===== config.mk =====
export PLATFORM = sky130hd
export DESIGN_NAME = csv_city_line_parser_hasher
export DESIGN_NICKNAME = d
export VERILOG_FILES = /design/src/rtl/csvh_pkg.sv /design/src/rtl/csvh_front.sv /design/src/rtl/csvh_back.sv /design/src/rtl/csv_city_line_parser_hasher.sv
export SDC_FILE = /design/constraint.sdc
export NUM_CORES = 1
export LEC_CHECK = 0
export BUFFER_PORTS_ARGS = -buffer_cell sky130_fd_sc_hd__clkbuf_2
export CAP_MARGIN = 10
export CORE_ASPECT_RATIO = 0.6
export CORE_MARGIN = 5
export CORE_UTILIZATION = 57
export DETAILED_ROUTE_END_ITERATION = 8
export GPL_ROUTABILITY_DRIVEN = 1
export HOLD_SLACK_MARGIN = 0.15
export MAX_ROUTING_LAYER = met4
export PLACE_DENSITY = 0.82
export SYNTH_ARGS = -nofsm -noshare
export SYNTH_HDL_FRONTEND = slang
export SYNTH_SLANG_ARGS = --single-unit
export TNS_END_PERCENT = 30

===== constraint.sdc =====
create_clock -name aclk -period 13.1 [get_ports aclk]
set_clock_uncertainty 0.05 [all_clocks]
set_input_delay 0.655 -clock aclk [delete_from_list [all_inputs] [get_ports aclk]]
set_output_delay 0.655 -clock aclk [all_outputs]
set_load 0.02 [all_outputs]

===== src/rtl/csvh_pkg.sv =====
package csvh_pkg;

    // field widths of the result word
    localparam int STATUS_W = 2;
    localparam int RANK_W   = 20;
    localparam int POP_W    = 32;
    localparam int NAME_W   = 8;
    localparam int HASH_W   = 9;
    localparam int LINE_W   = 8;

    localparam int HASH_BUCKETS = 400;
    localparam int MAX_LINE     = 200;

    localparam logic [RANK_W-1:0] RANK_MAX = '1;
    localparam logic [POP_W-1:0]  POP_MAX  = '1;

    // reciprocal for the product remainder: q = (p * PROD_RECIP) >> PROD_SHIFT
    localparam int PROD_W     = 16;
    localparam int PROD_SHIFT = 25;
    localparam int RECIP_W    = 17;
    localparam int QUOT_W     = 8;
    localparam logic [RECIP_W-1:0] PROD_RECIP =
        RECIP_W'((2**PROD_SHIFT + HASH_BUCKETS - 1) / HASH_BUCKETS);

    typedef enum logic [STATUS_W-1:0] {
        ST_OK        = 2'd0,
        ST_MISSING   = 2'd1,
        ST_MALFORMED = 2'd2
    } status_t;

    typedef enum logic [2:0] {
        CLS_DIGIT,
        CLS_COMMA,
        CLS_QUOTE,
        CLS_PAREN,
        CLS_OTHER
    } byte_class_t;

    // one classified byte in the queue
    typedef struct packed {
        byte_class_t cls;
        logic [3:0]  digit;
        logic [7:0]  data;
        logic        last;
    } line_entry_t;

endpackage


===== src/rtl/csvh_front.sv =====
module csvh_front
    import csvh_pkg::*;
(
    input  logic        aclk,
    input  logic        aresetn,
    input  logic        s_tvalid,
    output logic        s_tready,
    input  logic [7:0]  s_tdata,
    input  logic        s_tlast,
    output logic        q_valid,
    input  logic        q_ready,
    output line_entry_t q_entry
);

    line_entry_t entry_reg [2];
    logic        wr_ptr_reg, wr_ptr_next;
    logic        rd_ptr_reg, rd_ptr_next;
    logic [1:0]  count_reg, count_next;
    line_entry_t in_entry;
    logic        push, pop;

    always_comb begin
        in_entry.data  = s_tdata;
        in_entry.last  = s_tlast;
        in_entry.digit = 4'(s_tdata - 8'h30);
        if (s_tdata >= 8'h30 && s_tdata <= 8'h39) begin
            in_entry.cls = CLS_DIGIT;
        end else if (s_tdata == 8'h2C) begin
            in_entry.cls = CLS_COMMA;
        end else if (s_tdata == 8'h22) begin
            in_entry.cls = CLS_QUOTE;
        end else if (s_tdata == 8'h28) begin
            in_entry.cls = CLS_PAREN;
        end else begin
            in_entry.cls = CLS_OTHER;
        end
    end

    assign s_tready = (count_reg != 2'd2);
    assign q_valid  = (count_reg != 2'd0);
    assign q_entry  = entry_reg[rd_ptr_reg];
    assign push     = s_tvalid && s_tready;
    assign pop      = q_valid && q_ready;

    always_comb begin
        wr_ptr_next = push ? ~wr_ptr_reg : wr_ptr_reg;
        rd_ptr_next = pop ? ~rd_ptr_reg : rd_ptr_reg;
        count_next  = count_reg + 2'(push) - 2'(pop);
    end

    always_ff @(posedge aclk) begin
        if (!aresetn) begin
            wr_ptr_reg <= 1'b0;
            rd_ptr_reg <= 1'b0;
            count_reg  <= 2'd0;
        end else begin
            wr_ptr_reg <= wr_ptr_next;
            rd_ptr_reg <= rd_ptr_next;
            count_reg  <= count_next;
        end
    end

    always_ff @(posedge aclk) begin
        if (push) begin
            entry_reg[wr_ptr_reg] <= in_entry;
        end
    end

endmodule


===== src/rtl/csvh_back.sv =====
module csvh_back
    import csvh_pkg::*;
(
    input  logic        aclk,
    input  logic        aresetn,
    input  logic        q_valid,
    output logic        q_ready,
    input  line_entry_t q_entry,
    output logic        m_tvalid,
    input  logic        m_tready,
    output logic [87:0] m_tdata,
    output logic [1:0]  m_tuser
);

    typedef enum logic [10:0] {
        PH_START       = 11'b000_0000_0001,
        PH_RANK        = 11'b000_0000_0010,
        PH_OPEN_NAME   = 11'b000_0000_0100,
        PH_NAME        = 11'b000_0000_1000,
        PH_AFTER_NAME  = 11'b000_0001_0000,
        PH_POP_START   = 11'b000_0010_0000,
        PH_POP_EMPTY   = 11'b000_0100_0000,
        PH_POP_DIGITS  = 11'b000_1000_0000,
        PH_ACCEPT      = 11'b001_0000_0000,
        PH_ACCEPT_MISS = 11'b010_0000_0000,
        PH_ERROR       = 11'b100_0000_0000
    } phase_t;

    localparam int RANK_EXT_W = RANK_W + 4;
    localparam int POP_EXT_W  = POP_W + 4;

    phase_t              phase_reg, phase_next;
    logic [RANK_W-1:0]   rank_reg, rank_next;
    logic [POP_W-1:0]    pop_reg, pop_next;
    logic [NAME_W-1:0]   name_count_reg, name_count_next;
    logic [HASH_W-1:0]   sum_reg, sum_next;
    logic [7:0]          first_byte_reg, first_byte_next;
    logic [LINE_W-1:0]   line_count_reg, line_count_next;

    logic [PROD_W-1:0]   prod_reg;
    logic [QUOT_W-1:0]   quot_reg;
    logic [HASH_W-1:0]   prod_mod_reg;
    logic                load_prod;

    logic                m_tvalid_reg;
    logic [87:0]         m_tdata_reg;
    logic [1:0]          m_tuser_reg;

    logic                step;
    logic [RANK_EXT_W-1:0] rank_ext;
    logic [POP_EXT_W-1:0]  pop_ext;
    logic [HASH_W:0]       sum_ext;
    logic [HASH_W:0]       len_ext;
    logic                  terminal;

    logic                accepted;
    status_t             res_status;
    logic [RANK_W-1:0]   res_rank;
    logic [POP_W-1:0]    res_pop;
    logic [NAME_W-1:0]   res_name_len;
    logic [HASH_W-1:0]   res_hash_len;
    logic [HASH_W-1:0]   res_hash_sum;
    logic [HASH_W-1:0]   res_hash_prod;

    // a line end needs the output slot free or draining this cycle
    assign q_ready = !q_entry.last || !m_tvalid_reg || m_tready;
    assign step    = q_valid && q_ready;

    // saturating decimal accumulate: acc * 10 + digit
    assign rank_ext = (RANK_EXT_W'(rank_reg) << 3) + (RANK_EXT_W'(rank_reg) << 1)
                      + RANK_EXT_W'(q_entry.digit);
    assign pop_ext  = (POP_EXT_W'(pop_reg) << 3) + (POP_EXT_W'(pop_reg) << 1)
                      + POP_EXT_W'(q_entry.digit);
    assign sum_ext  = (HASH_W+1)'(sum_reg) + (HASH_W+1)'(q_entry.data);

    assign terminal = (phase_reg == PH_ACCEPT) || (phase_reg == PH_ACCEPT_MISS)
                      || (phase_reg == PH_ERROR);

    always_comb begin
        phase_next      = phase_reg;
        rank_next       = rank_reg;
        pop_next        = pop_reg;
        name_count_next = name_count_reg;
        sum_next        = sum_reg;
        first_byte_next = first_byte_reg;
        line_count_next = line_count_reg;
        load_prod       = 1'b0;
        if (step && !terminal) begin
            if (line_count_reg >= LINE_W'(MAX_LINE - 1)) begin
                phase_next = PH_ERROR;
            end else begin
                line_count_next = line_count_reg + 1'b1;
                unique case (phase_reg) inside
                    PH_START: begin
                        if (q_entry.cls == CLS_DIGIT) begin
                            rank_next  = (rank_ext > RANK_EXT_W'(RANK_MAX)) ?
                                         RANK_MAX : rank_ext[RANK_W-1:0];
                            phase_next = PH_RANK;
                        end else begin
                            phase_next = PH_ERROR;
                        end
                    end
                    PH_RANK: begin
                        if (q_entry.cls == CLS_DIGIT) begin
                            rank_next = (rank_ext > RANK_EXT_W'(RANK_MAX)) ?
                                        RANK_MAX : rank_ext[RANK_W-1:0];
                        end else if (q_entry.cls == CLS_COMMA) begin
                            phase_next = PH_OPEN_NAME;
                        end else begin
                            phase_next = PH_ERROR;
                        end
                    end
                    PH_OPEN_NAME: begin
                        phase_next = (q_entry.cls == CLS_QUOTE) ? PH_NAME : PH_ERROR;
                    end
                    PH_NAME: begin
                        if (q_entry.cls == CLS_QUOTE) begin
                            phase_next = PH_AFTER_NAME;
                        end else begin
                            if (name_count_reg == '0) begin
                                first_byte_next = q_entry.data;
                            end
                            load_prod       = (name_count_reg == NAME_W'(1));
                            name_count_next = name_count_reg + 1'b1;
                            sum_next        = (sum_ext >= (HASH_W+1)'(HASH_BUCKETS)) ?
                                HASH_W'(sum_ext - (HASH_W+1)'(HASH_BUCKETS)) :
                                HASH_W'(sum_ext);
                        end
                    end
                    PH_AFTER_NAME: begin
                        phase_next = (q_entry.cls == CLS_COMMA) ? PH_POP_START : PH_ERROR;
                    end
                    PH_POP_START: begin
                        if (q_entry.cls == CLS_QUOTE) begin
                            phase_next = PH_POP_EMPTY;
                        end else if (q_entry.cls == CLS_PAREN) begin
                            pop_next   = '0;
                            phase_next = PH_ACCEPT_MISS;
                        end else begin
                            phase_next = PH_ERROR;
                        end
                    end
                    PH_POP_EMPTY, PH_POP_DIGITS: begin
                        if (q_entry.cls == CLS_DIGIT) begin
                            pop_next   = (pop_ext > POP_EXT_W'(POP_MAX)) ?
                                         POP_MAX : pop_ext[POP_W-1:0];
                            phase_next = PH_POP_DIGITS;
                        end else if (q_entry.cls == CLS_COMMA) begin
                            phase_next = phase_reg;
                        end else if (q_entry.cls == CLS_QUOTE) begin
                            phase_next = (phase_reg == PH_POP_DIGITS) ? PH_ACCEPT : PH_ERROR;
                        end else begin
                            phase_next = PH_ERROR;
                        end
                    end
                    default: begin
                        phase_next = PH_ERROR;
                    end
                endcase
            end
        end
    end

    // result word, built from the state after the line's last byte
    assign len_ext  = (HASH_W+1)'(name_count_next);
    assign accepted = (phase_next == PH_ACCEPT) || (phase_next == PH_ACCEPT_MISS);

    always_comb begin
        res_status    = ST_MALFORMED;
        res_rank      = '0;
        res_pop       = '0;
        res_name_len  = '0;
        res_hash_len  = '0;
        res_hash_sum  = '0;
        res_hash_prod = '0;
        if (accepted) begin
            res_status    = (phase_next == PH_ACCEPT) ? ST_OK : ST_MISSING;
            res_rank      = rank_next;
            res_pop       = (phase_next == PH_ACCEPT) ? pop_next : '0;
            res_name_len  = name_count_next;
            res_hash_len  = (len_ext >= (HASH_W+1)'(HASH_BUCKETS)) ?
                            HASH_W'(len_ext - (HASH_W+1)'(HASH_BUCKETS)) : HASH_W'(len_ext);
            res_hash_sum  = sum_next;
            res_hash_prod = (name_count_next >= NAME_W'(2)) ? prod_mod_reg : '0;
        end
    end

    always_ff @(posedge aclk) begin
        if (!aresetn) begin
            phase_reg      <= PH_START;
            rank_reg       <= '0;
            pop_reg        <= '0;
            name_count_reg <= '0;
            sum_reg        <= '0;
            first_byte_reg <= '0;
            line_count_reg <= '0;
        end else if (step && q_entry.last) begin
            phase_reg      <= PH_START;
            rank_reg       <= '0;
            pop_reg        <= '0;
            name_count_reg <= '0;
            sum_reg        <= '0;
            first_byte_reg <= '0;
            line_count_reg <= '0;
        end else begin
            phase_reg      <= phase_next;
            rank_reg       <= rank_next;
            pop_reg        <= pop_next;
            name_count_reg <= name_count_next;
            sum_reg        <= sum_next;
            first_byte_reg <= first_byte_next;
            line_count_reg <= line_count_next;
        end
    end

    // product remainder via prod_reg, quot_reg, prod_mod_reg from the
    // second name byte; the third byte after it can first accept a line
    always_ff @(posedge aclk) begin
        if (load_prod) begin
            prod_reg <= PROD_W'(first_byte_reg) * PROD_W'(q_entry.data);
        end
        quot_reg     <= QUOT_W'(((PROD_W+RECIP_W)'(prod_reg) *
                                 (PROD_W+RECIP_W)'(PROD_RECIP)) >> PROD_SHIFT);
        prod_mod_reg <= HASH_W'((PROD_W+1)'(prod_reg) -
                                (PROD_W+1)'(quot_reg) * (PROD_W+1)'(HASH_BUCKETS));
    end

    always_ff @(posedge aclk) begin
        if (!aresetn) begin
            m_tvalid_reg <= 1'b0;
        end else if (step && q_entry.last) begin
            m_tvalid_reg <= 1'b1;
        end else if (m_tready) begin
            m_tvalid_reg <= 1'b0;
        end
    end

    always_ff @(posedge aclk) begin
        if (step && q_entry.last) begin
            m_tuser_reg <= res_status;
            m_tdata_reg <= {1'b0, res_hash_prod, res_hash_sum, res_hash_len,
                            res_name_len, res_pop, res_rank};
        end
    end

    assign m_tvalid = m_tvalid_reg;
    assign m_tdata  = m_tdata_reg;
    assign m_tuser  = m_tuser_reg;

endmodule


===== src/rtl/csv_city_line_parser_hasher.sv =====
// Parses text lines of the form rank,"city",population one byte per word and
// returns one result word per line, on the word marked tlast. The population
// is either a quoted number (commas inside it are skipped) or an opening
// parenthesis meaning missing. A classifier front end feeds a two-word queue;
// the parser behind it takes one byte per clock, so the block sustains one
// input word per cycle while results are taken. A line's last byte passes
// through the queue and then the output register into its result, and a line
// end stalls only while an earlier result is still waiting. m_tuser carries
// the status: ok, ok with missing population, or malformed (all other
// fields zero). Hashes of the name use 400 buckets: length, byte sum, and
// the product of the first two name bytes (zero for names under two bytes).
// Lines of more than 199 bytes before acceptance count as malformed.
module csv_city_line_parser_hasher
    import csvh_pkg::*;
(
    input  logic        aclk,
    input  logic        aresetn,
    // line input
    input  logic        s_tvalid,
    output logic        s_tready,
    input  logic [7:0]  s_tdata,   // line_byte
    input  logic        s_tlast,   // end_of_line
    // results
    output logic        m_tvalid,
    input  logic        m_tready,
    output logic [87:0] m_tdata,   // rank, population, name_length, hash_length,
                                   // hash_sum, hash_product, zero pad
    output logic [1:0]  m_tuser    // status
);

    logic        q_valid;
    logic        q_ready;
    line_entry_t q_entry;

    // byte classifier and queue
    csvh_front u_front (
        .aclk     (aclk),
        .aresetn  (aresetn),
        .s_tvalid (s_tvalid),
        .s_tready (s_tready),
        .s_tdata  (s_tdata),
        .s_tlast  (s_tlast),
        .q_valid  (q_valid),
        .q_ready  (q_ready),
        .q_entry  (q_entry)
    );

    // line parser, accumulators, hashes and output register
    csvh_back u_back (
        .aclk     (aclk),
        .aresetn  (aresetn),
        .q_valid  (q_valid),
        .q_ready  (q_ready),
        .q_entry  (q_entry),
        .m_tvalid (m_tvalid),
        .m_tready (m_tready),
        .m_tdata  (m_tdata),
        .m_tuser  (m_tuser)
    );

endmodule

# Word level (Yosys, flattened, before mapping)
# Memories as Yosys holds them, arrays and structs flattened. A register that Yosys moved wholly into a read port is not among the register bits.
# Cells that the tools add are included.
[totals]
ff_bits = 223
mem_bits_rw = 32
out_inout_bits = 92
n_memories = 1
[memory_table]
columns = ["name", "depth", "width", "read_ports", "rd_clocked_by_memory_dff", "wr", "line", "source"]
rows = [
  ["u_front.entry_reg", 2, 16, 1, 1, 1, "csvh_front.sv:15", "line_entry_t entry_reg [2];"],
]
[classes]
n_addsub = 13
mul = 3
order_cmp = 8
eq_ne = 21
mux = 52
n_bitwise = 5
n_reduce_logical = 25
[ops]
columns = ["operator", "count"]
rows = [
  ["two-way mux 32 bit", 6],
  ["two-way mux 11 bit", 14],
  ["two-way mux 20 bit", 5],
  ["case mux 11 bit (7 select lines)", 1],
  ["case mux 32 bit (2 select lines)", 1],
  ["two-way mux 9 bit", 5],
  ["two-way mux 8 bit", 5],
  ["adder 35 x 33 -> 36 bit", 1],
  ["adder 36 x 4 -> 36 bit", 1],
  ["> comparator 36 x 32 -> 1 bit, second input constant", 1],
  ["multiplier 16 x 17 -> 33 bit, second input constant", 1],
  ["adder 23 x 21 -> 24 bit", 1],
  ["adder 24 x 4 -> 24 bit", 1],
  ["equality test 8 x 6 -> 1 bit, second input constant", 3],
  ["> comparator 24 x 20 -> 1 bit, second input constant", 1],
  ["equality test 11 x 10 -> 1 bit, second input constant", 2],
  ["equality test 11 x 9 -> 1 bit, second input constant", 2],
  ["adder 8 x 1 -> 8 bit, second input constant", 2],
  ["multiplier 8 x 8 -> 16 bit", 1],
  ["two-way mux 3 bit", 4],
  ["equality test 11 x 1 -> 1 bit, second input constant", 1],
  ["equality test 11 bit, second input constant", 1],
  ["equality test 11 x 2 -> 1 bit, second input constant", 1],
  ["equality test 11 x 3 -> 1 bit, second input constant", 1],
  ["other kinds (34)", 65],
]

# Logic depth before layout (Yosys ltp)
# Gate-level depths: netlist of the first run.
[depth]
depth_word = 11
depth_mapped = 23
mapped_depth_nobuf = 21

# Modules after synthesis
# A second synthesis of the first run with hierarchy kept.
[unflattened]
cells_unflattened = 2023
area_unflattened_um2 = 19841.5
[modules_own_cells]
columns = ["mod", "n_inst", "cells_each", "area_per_inst_um2", "seq_area_each_um2"]
rows = [
  ["csvh_back", 1, 1945, 18642.9, 5104.9],
  ["csvh_front", 1, 78, 1198.6, 820.8],
]

# Worst setup path after synthesis of the first run
# No wires, ideal clock.
[synth_path]
path_type = "register to register"
start = "reg u_back.prod_reg[5]"
end = "reg u_back.quot_reg[2]"
setup_time_ns = 0.118
t_arrival_ns = 5.331
required_time_ns = 12.932
path_slack_ns = 7.601
stages_incl_launch_ff = 20
n_path_buf = 0
period_less_slack_ns = 5.499
cell_sequence = "edfxtp_1 > fa_1 > inv_1 > fa_1 > fa_1 > fa_1 > inv_1 > fa_1 > fa_1 > ha_1 > a21o_1 > a21o_1 > a21o_1 > a211oi_1 > o21ai_0 > a31oi_1 > nand2_1 > o21ai_0 > nand2b_1 > xor2_1"
[synth_between]
elab_chain_cells = 1
[synth_rtl]
columns = ["element", "line", "source"]
rows = [
  ["from (decl)", "csvh_back.sv:40", "logic [PROD_W-1:0] prod_reg;"],
  ["from (signal assigned)", "csvh_back.sv:220", "prod_reg <= PROD_W'(first_byte_reg) * PROD_W'(q_entry.data);"],
  ["multiplier 16 x 17 -> 33 bit", "csvh_back.sv:222", "quot_reg <= QUOT_W'(((PROD_W+RECIP_W)'(prod_reg) *"],
  ["to (signal assigned)", "csvh_back.sv:222", ""],
  ["to (decl)", "csvh_back.sv:41", "logic [QUOT_W-1:0] quot_reg;"],
]
# No other way between the ends.
# A chain may end at the register's enable or synchronous reset.

==> impl_metrics.env, run 1 <==
export IMPL_outcome="complete, no violations"
export IMPL_holdCritPathClass="in2reg"
export IMPL_grt_max_degree=82
export IMPL_half_perimeter_wire_length_of_the_detailed_placement_result_microns=40600
export IMPL_synth_top_area_cell="sky130_fd_sc_hd__edfxtp_1"
export IMPL_routed_wirelength_microns=50700
export IMPL_cts_root_buf="sky130_fd_sc_hd__clkbuf_16"
export IMPL_layout_filler_cells=2760
export IMPL_floorplan_core_area_sq_um=33900
export IMPL_power_ir_vdd_worst_mv=0.0994
export IMPL_p_clk_share_pct=29.8
export IMPL_seqPwrFrac_pct=44.4
export IMPL_htreeDepth=1
export IMPL_ys_seq_area_share_pct=30.0
export IMPL_post_synth_instance_area_sq_um=19700
export IMPL_dr_total_vias=15100
export IMPL_globalplace_congestion=1.05
export IMPL_synthArstFlopShare_pct=0
export IMPL_power_per_cell_area_nw_per_um2=98.4
export IMPL_worst_path_arrival_time_ns=6.85
export IMPL_final_setup_viol_count=0
export IMPL_ctsHoldBuffers=0
export IMPL_drt_pass1_iterations=5
export IMPL_postRouteAntennaNets=0
export IMPL_ys_ff_latch=236
export IMPL_insertedDiodeCount=0
export IMPL_tritoncts="yes"
export IMPL_static_leakage_power_nw=10.5
export IMPL_combPwrFrac_pct=25.8
export IMPL_first_global_vias=14700
export IMPL_routedWlPerCell_microns=19.9
export IMPL_floorplan_die_area_sq_um=38500
export IMPL_synth_cell_types=83
export IMPL_post_cts_setup_buffer_count=0
export IMPL_reported_net_switching_power_mw=0.722
export IMPL_cts_clk_slew_worst_paths_ns=0.07
export IMPL_synth_top_cell_area_share_pct=18.3
export IMPL_finish_instance_area_sq_um=21300
export IMPL_die_width_microns=250
export IMPL_drv_max_cap_violation_count=0
export IMPL_ys_dominant_reg_cell="sky130_fd_sc_hd__edfxtp_1"
export IMPL_report_final_hold_viol_count=0
export IMPL_nNetsFinal=2510
export IMPL_cp_max_fo=16
export IMPL_seq_area_sq_um=5930
export IMPL_clkSinkCount=236
export IMPL_syn_avg_cell_area_sq_um=9.87
export IMPL_hold_path_startpoint="s_tdata[6]"
export IMPL_yosys_cell_count_top_type="sky130_fd_sc_hd__ha_1"
export IMPL_final_period_utilization_pct=50.0
export IMPL_initialDrtViolationCount=1560
export IMPL_max_clock_path_buffers=3
export IMPL_critical_path_class="reg2reg"
export IMPL_yosys_warnings=0
export IMPL_grt_pass1_wl_microns=81400
export IMPL_synthTopCellsByArea="sky130_fd_sc_hd__edfxtp_1, sky130_fd_sc_hd__ha_1, sky130_fd_sc_hd__fa_1, sky130_fd_sc_hd__dfxtp_1, sky130_fd_sc_hd__inv_1"
export IMPL_detail_routed_via_count_per_cell=5.92
export IMPL_port_buffers=102
export IMPL_initial_utilization_pct=58.2
export IMPL_grt_use_total_pct=26.8
export IMPL_finalMaxSlewViolations=0
export IMPL_worst_slew_pin_transition_ns=1.13
export IMPL_place_area_sq_um=20600
export IMPL_grt_antenna_before_repair=0
export IMPL_fin_crit_ns=6.55
export IMPL_setup_total_negative_slack_ns=0
export IMPL_rsz0062_at_grt="false"
export IMPL_cts_made_buffers=23
export IMPL_internal_power_mw=1.37
export IMPL_slew_headroom_pct=24.4
export IMPL_post_route_cells_drive_above_1_share_pct=9.21
export IMPL_synth_top_cells_by_count="sky130_fd_sc_hd__ha_1, sky130_fd_sc_hd__inv_1, sky130_fd_sc_hd__nor2_1"
export IMPL_largest_register_ff_count=78
export IMPL_data_required_time_at_the_worst_endpoint_ns=13.41
export IMPL_syn_to_final_growth_pct=7.96
export IMPL_clkLatencyLatePin_ns=0.54
export IMPL_grt_overflow_total=0
export IMPL_remaining_drc_errors=0
export IMPL_critical_path_startpoint_type="register"
export IMPL_synth_edff_count=120
export IMPL_clock_fmax_mhz=153
export IMPL_fp_row_count=52
export IMPL_end_kind="register"
export IMPL_pin_count=105
export IMPL_post_cts_resized_instances=0
export IMPL_syn_instance_count=1999
export IMPL_area_occupied_by_multi_input_gates_sq_um=12600
export IMPL_die_height_microns=154
export IMPL_switching_fraction_pct=34.5
critical path: stages, from the launching register on:
cell and delay (ns):
sky130_fd_sc_hd__dfxtp_1 0.79, sky130_fd_sc_hd__mux2i_1 0.47, sky130_fd_sc_hd__inv_1 0.31, sky130_fd_sc_hd__ha_1 0.30, sky130_fd_sc_hd__ha_1 0.22, sky130_fd_sc_hd__fa_1 0.43, sky130_fd_sc_hd__a211oi_1 0.27, sky130_fd_sc_hd__o21ai_1 0.24
sky130_fd_sc_hd__o221a_2 0.37, sky130_fd_sc_hd__a21oi_1 0.60, sky130_fd_sc_hd__o311ai_1 0.23, sky130_fd_sc_hd__mux2i_1 0.68, sky130_fd_sc_hd__nor2_1 0.13, sky130_fd_sc_hd__and2_0 0.62, sky130_fd_sc_hd__a211o_1 0.49, sky130_fd_sc_hd__a21oi_1 0.16
path summary, 6_finish.rpt:
path | end | slack, ns | cells past startpoint
min reg2reg | u_back.line_count_reg[7]$_SDFFE_PP0P_ | 0.45 | 2
min | u_front.entry_reg[1][7]$_DFFE_PP_ | 0.29 | 1
max | u_back.m_tdata[44]$_SDFFCE_PN0P_ | 6.55 | 15
max reg2reg | u_back.m_tdata[44]$_SDFFCE_PN0P_ | 6.55 | 15
power groups by stage:
| stage | clock network [mW] | registers [mW] | logic (mW) |
|---|---|---|---|
| after floorplan | 0 | 1.02 | 0.292 |
| after global placement | 0 | 0.943 | 0.528 |
| after detailed placement | 0 | 0.945 | 0.536 |
| after CTS | 0.633 | 0.930 | 0.538 |
| after global routing | 0.669 | 0.939 | 0.584 |
| final | 0.625 | 0.930 | 0.541 |
area by class of cell:
class / count / area share, %
well taps: 459 / 2.70
flip-flops and latches: 236 / 27.8
multi-input cells: 1473 / 59.4
clock inverters: 8 / 0.229
repair buffers: 116 / 2.89
clock buffers: 34 / 2.94
inverters: 228 / 4.02
layout by cell type, fill, tap and decap left out, types with 6 or more instances in the layout:
| cell type | synthesis | layout |
|---|---|---|
| sky130_fd_sc_hd__a21o_1 | 37 | 37 |
| sky130_fd_sc_hd__xnor2_1 | 64 | 64 |
| sky130_fd_sc_hd__xor2_1 | 34 | 34 |
| sky130_fd_sc_hd__clkbuf_1 | 36 | 10 |
| sky130_fd_sc_hd__nor2_1 | 220 | 219 |
| sky130_fd_sc_hd__mux2_2 | 8 | 8 |
| sky130_fd_sc_hd__a211o_1 | 7 | 7 |
| sky130_fd_sc_hd__o2111ai_1 | 7 | 7 |
| sky130_fd_sc_hd__o21a_1 | 17 | 17 |
| sky130_fd_sc_hd__nor2b_1 | 20 | 20 |
| sky130_fd_sc_hd__o21ai_0 | 61 | 60 |
| sky130_fd_sc_hd__o21bai_1 | 8 | 8 |
| sky130_fd_sc_hd__ha_1 | 281 | 281 |
| sky130_fd_sc_hd__clkbuf_2 | 1 | 102 |
| sky130_fd_sc_hd__fa_1 | 138 | 138 |
| sky130_fd_sc_hd__a211oi_1 | 36 | 36 |
| sky130_fd_sc_hd__and2_1 | 59 | 59 |
| sky130_fd_sc_hd__nand2b_1 | 12 | 12 |
| sky130_fd_sc_hd__nand3_1 | 25 | 25 |
| sky130_fd_sc_hd__clkbuf_16 | 0 | 23 |
| sky130_fd_sc_hd__a31oi_1 | 19 | 19 |
| sky130_fd_sc_hd__nand2_1 | 106 | 106 |
| sky130_fd_sc_hd__nand3b_1 | 6 | 6 |
| sky130_fd_sc_hd__mux2i_1 | 16 | 16 |
| sky130_fd_sc_hd__or3_1 | 6 | 6 |
| sky130_fd_sc_hd__inv_1 | 227 | 227 |
| sky130_fd_sc_hd__o31a_1 | 6 | 6 |
| sky130_fd_sc_hd__nor3_1 | 28 | 28 |
| sky130_fd_sc_hd__buf_4 | 10 | 14 |
| sky130_fd_sc_hd__a22oi_1 | 7 | 7 |
| sky130_fd_sc_hd__nand4_1 | 21 | 21 |
| sky130_fd_sc_hd__dfxtp_1 | 116 | 116 |
| sky130_fd_sc_hd__and3_1 | 22 | 22 |
| sky130_fd_sc_hd__a21boi_0 | 7 | 7 |
| sky130_fd_sc_hd__edfxtp_1 | 120 | 120 |
| sky130_fd_sc_hd__a31o_2 | 9 | 9 |
| sky130_fd_sc_hd__a21oi_1 | 96 | 96 |
routing by layer:
layer  global-route usage, %  routed length, microns  share of wire [%]
met1                    42.2                   24700                 49
met2                    34.1                   19200                 38
met3                    8.48                    6140                 12
met4                    3.30                     627                1.2
met5                       -                       0                  0
per-stage QoR:
stage,cells,worst slack (ns),util (%),hold slack [ns],power (mW)
after floorplan,2000,7.60,-,0.387,1.31
after global placement,2512,6.95,60.8,0.399,1.47
after detailed placement,2512,6.82,60.8,0.427,1.48
after CTS,2554,6.81,62.8,0.277,2.10
after global routing,2554,6.28,62.8,0.288,2.19
final,2554,6.55,62.8,0.293,2.10
kinds of logic (layout without fill, tap and decap cells):
| logic type | count (synthesis) | count (layout) | share of synthesized area, % |
|---|---|---|---|
| and+or+nand+nor | 556 | 556 | 13.6 |
| buffers and inverters | 291 | 386 | 5.95 |
| adders and majority gates | 419 | 419 | 31.8 |
| DFF | 236 | 236 | 30.0 |
| xor gates and xnor gates | 98 | 98 | 4.35 |
| muxes | 25 | 25 | 1.38 |
| other | 1 | 2 | 0.0190 |
| AOI/OAI and AO/OA | 373 | 373 | 12.8 |
Power figures use the tool's default switching activity.
==> run 2: changes to the inputs <==
Settings changed: ABC_AREA from default to 1.
Clock period 13.1 ns to 6.71 ns, I/O delays scaled along.
==> run 2 against run 1 <==
Against the previous run: total power increased by 110%; fmax increased by 11%; routed wire length rose by 12%; setup slack lost 5.7 ns; clock power is 120% higher; largest power group unchanged; utilization shrank 0.26 points; critical path depth rose by 6; synthesized cell count grew 39%; combinational power increased by 130%; worst hold slack improved by 0.13 ns.
==> impl_metrics.env, run 2 <==
export IMPL_rsz0062_at_grt="false"
export IMPL_die_width_microns=261
export IMPL_die_height_microns=161
export IMPL_drt_pass1_iterations=5
export IMPL_static_leakage_power_nw=12.1
export IMPL_power_per_cell_area_nw_per_um2=189
export IMPL_ys_dominant_reg_cell="sky130_fd_sc_hd__edfxtp_1"
export IMPL_worstHoldEndpoint="u_back.line_count_reg[7]$_SDFFE_PP0P_"
export IMPL_holdCritPathClass="reg2reg"
export IMPL_post_route_cells_drive_above_1_share_pct=6.64
export IMPL_synthArstFlopShare_pct=0
export IMPL_holdPathStages=1
export IMPL_fp_row_count=55
export IMPL_reported_net_switching_power_mw=1.68
export IMPL_end_kind="register"
export IMPL_power_ir_vdd_worst_mv=0.236
export IMPL_post_synth_instance_area_sq_um=21500
export IMPL_worst_slew_pin_transition_ns=1.25
export IMPL_ys_ff_latch=236
export IMPL_worst_path_arrival_time_ns=6.16
export IMPL_post_cts_resized_instances=0
export IMPL_cp_max_fo=15
export IMPL_synth_top_area_cell="sky130_fd_sc_hd__edfxtp_1"
export IMPL_routedWlPerCell_microns=16.7
export IMPL_seqPwrFrac_pct=40.7
export IMPL_routed_wirelength_microns=56800
export IMPL_largest_register_ff_count=78
export IMPL_nNetsFinal=3304
export IMPL_most_frequent_cells_in_the_layout="sky130_fd_sc_hd__nand2_1, sky130_fd_sc_hd__inv_1, sky130_fd_sc_hd__nor2_1"
export IMPL_remaining_drc_errors=0
export IMPL_detail_routed_via_count_per_cell=5.40
export IMPL_synth_edff_count=120
export IMPL_ff2ff_setup_slack_ns=0.83
export IMPL_insertedDiodeCount=0
export IMPL_reg2regPathDepth=21
export IMPL_critical_path_class="reg2reg"
export IMPL_clkLatencyLatePin_ns=0.58
export IMPL_placement_setup_worst_slack_ns=0.847
export IMPL_finish_instance_area_sq_um=23500
export IMPL_p_clk_share_pct=31.0
export IMPL_syn_instance_count=2777
export IMPL_hold_path_startpoint="u_back.line_count_reg[7]$_SDFFE_PP0P_"
export IMPL_final_period_utilization_pct=87.7
export IMPL_internal_power_mw=2.76
export IMPL_cts_clk_slew_worst_paths_ns=0.07
export IMPL_htreeDepth=1
export IMPL_half_perimeter_wire_length_of_the_detailed_placement_result_microns=45000
export IMPL_whs_ns=0.422
export IMPL_yosys_cell_count_top_type="sky130_fd_sc_hd__nand2_1"
export IMPL_port_buffers=102
export IMPL_combPwrFrac_pct=28.4
export IMPL_grt_antenna_before_repair=1
export IMPL_synth_top_cells_by_count="sky130_fd_sc_hd__nand2_1, sky130_fd_sc_hd__inv_1, sky130_fd_sc_hd__nor2_1"
export IMPL_slew_headroom_pct=16.4
export IMPL_cts_made_buffers=25
export IMPL_globalplace_congestion=0.984
export IMPL_grt_use_total_pct=27.9
export IMPL_final_critical_path_setup_slack_ns=0.828
export IMPL_grt_pass1_wl_microns=92400
export IMPL_clkSinkCount=236
export IMPL_first_global_vias=17600
export IMPL_drv_max_cap_violation_count=0
export IMPL_final_setup_viol_count=0
export IMPL_yosys_warnings=0
export IMPL_layout_commonest_cell="sky130_fd_sc_hd__nand2_1"
export IMPL_synthTopCellsByArea="sky130_fd_sc_hd__edfxtp_1, sky130_fd_sc_hd__ha_1, sky130_fd_sc_hd__fa_1, sky130_fd_sc_hd__nand2_1, sky130_fd_sc_hd__dfxtp_1"
export IMPL_syn_avg_cell_area_sq_um=7.76
export IMPL_floorplan_core_area_sq_um=37500
export IMPL_cts_root_buf="sky130_fd_sc_hd__clkbuf_16"
export IMPL_switching_fraction_pct=37.8
export IMPL_clock_fmax_mhz=170
export IMPL_synth_cell_types=52
export IMPL_setup_total_negative_slack_ns=0
export IMPL_critical_path_startpoint_type="register"
export IMPL_fin_crit_ns=5.88
export IMPL_max_clock_path_buffers=3
export IMPL_floorplan_die_area_sq_um=41900
export IMPL_report_final_hold_viol_count=0
export IMPL_ys_seq_area_share_pct=27.5
export IMPL_outcome="complete, no violations"
export IMPL_pin_count=105
export IMPL_grt_overflow_total=0
export IMPL_postRouteAntennaNets=0
export IMPL_data_required_time_at_the_worst_endpoint_ns=6.99
export IMPL_report_power_total_mw=4.44
export IMPL_place_area_sq_um=22500
export IMPL_initialDrtViolationCount=1563
export IMPL_destination_of_the_worst_register_to_register_timing_path="u_back.prod_reg[14]$_DFFE_PP_"
export IMPL_syn_to_final_growth_pct=8.90
export IMPL_finalMaxSlewViolations=0
export IMPL_layout_filler_cells=3332
export IMPL_grt_max_degree=77
export IMPL_synth_top_cell_area_share_pct=16.7
export IMPL_dr_total_vias=18400
export IMPL_initial_utilization_pct=57.4
export IMPL_tritoncts="yes"
## run 2: cell types whose count changed after synthesis, moves of 20 or more
| cell | before | now |
|---|---|---|
| sky130_fd_sc_hd__a211oi_1 | 36 | 6 |
| sky130_fd_sc_hd__a21o_1 | 37 | 4 |
| sky130_fd_sc_hd__a21oi_1 | 96 | 179 |
| sky130_fd_sc_hd__and2_1 | 59 | 5 |
| sky130_fd_sc_hd__and3_1 | 22 | 2 |
| sky130_fd_sc_hd__inv_1 | 227 | 460 |
| sky130_fd_sc_hd__nand2_1 | 106 | 703 |
| sky130_fd_sc_hd__nand3_1 | 25 | 110 |
| sky130_fd_sc_hd__nor2_1 | 220 | 300 |
| sky130_fd_sc_hd__nor2b_1 | 20 | 0 |
| sky130_fd_sc_hd__o21a_1 | 17 | 39 |
| sky130_fd_sc_hd__xnor2_1 | 64 | 18 |
## run 2: kinds of logic after synthesis
| group | Yosys count | share of synthesized area (%) |
|---|---|---|
| simple gates | 1193 | 22.3 |
| compound gates | 325 | 8.49 |
| buf+inv | 531 | 9.56 |
| flops | 236 | 27.5 |
| mux | 1 | 0.0465 |
| other cells | 1 | 0.0174 |
| fa+ha+maj | 419 | 29.1 |
| xor+xnor | 71 | 2.89 |
## run 2: how the worst max path moves through the flow
stage	slack (ns)	cells after the start	end	from
finish	0.83	21	u_back.prod_reg[14]$_DFFE_PP_	register
global route	0.43	21	u_back.prod_reg[14]$_DFFE_PP_	register
CTS	0.84	21	u_back.prod_reg[14]$_DFFE_PP_	register
detailed placement	0.85	21	u_back.prod_reg[15]$_DFFE_PP_	register
global placement	1.06	21	u_back.prod_reg[15]$_DFFE_PP_	register
floorplan	1.54	20	u_back.quot_reg[0]$_DFF_P_	u_back.prod_reg[13]$_DFFE_PP_
## run 2: critical path: stages, from the launching register on
cell                      delay [ns]
sky130_fd_sc_hd__dfxtp_1        0.60
sky130_fd_sc_hd__inv_2          0.20
sky130_fd_sc_hd__or2_2          0.30
sky130_fd_sc_hd__o21ai_0        0.25
sky130_fd_sc_hd__inv_1          0.43
sky130_fd_sc_hd__nand2_1        0.19
sky130_fd_sc_hd__fa_1           0.45
sky130_fd_sc_hd__fa_1           0.49
sky130_fd_sc_hd__inv_1          0.05
sky130_fd_sc_hd__fa_1           0.50
sky130_fd_sc_hd__fa_1           0.51
sky130_fd_sc_hd__ha_1           0.39
sky130_fd_sc_hd__a21oi_1        0.23
sky130_fd_sc_hd__o21ai_0        0.12
sky130_fd_sc_hd__a21oi_1        0.20
sky130_fd_sc_hd__nor2_1         0.06
sky130_fd_sc_hd__o21ai_0        0.14
sky130_fd_sc_hd__nand2_1        0.10
sky130_fd_sc_hd__nand2_1        0.07
sky130_fd_sc_hd__nand2_1        0.04
sky130_fd_sc_hd__a21oi_1        0.14
sky130_fd_sc_hd__xor2_1         0.08
## run 2: final cells by class
class	count	area [sq um]	share of cell area, %
multi-input combinational	2011	13600	57.9
sequential	236	5930	25.3
inverter	467	1750	7.48
timing repair buffer	131	758	3.23
clock buffer	31	678	2.89
tap	513	642	2.74
clock inverter	15	118	0.501
## run 2: what timing repair did
action / CTS / global route
hold buffers: 12 / 0
setup buffers: 0 / 0
hold endpoints to repair: 30 / 0
## run 2: power by group through the flow
stage,clock (mW),sequential (mW),combinational (mW)
floorplan,0,1.95,0.701
global placement,0,1.83,1.21
detailed placement,0,1.83,1.24
CTS,1.41,1.80,1.25
global route,1.47,1.82,1.38
finish,1.37,1.80,1.26
## run 2: per-stage QoR
step,instances,utilization (%)
6_report,3404,62.6
3_3_place_gp,3346,60.1
5_1_grt,3404,62.6
2_1_floorplan,2778,-
4_1_cts,3404,62.6
3_5_place_dp,3346,60.1
## run 2: metal layers
layer  track usage (%)  wire, microns  vias to the layer above
met5                 -              0                        -
met4              3.91            792                        0
met3              5.69           5200                       57
met2              37.6          22200                      659
met1              44.1          28600                     8620
li1                  -              -                     9039
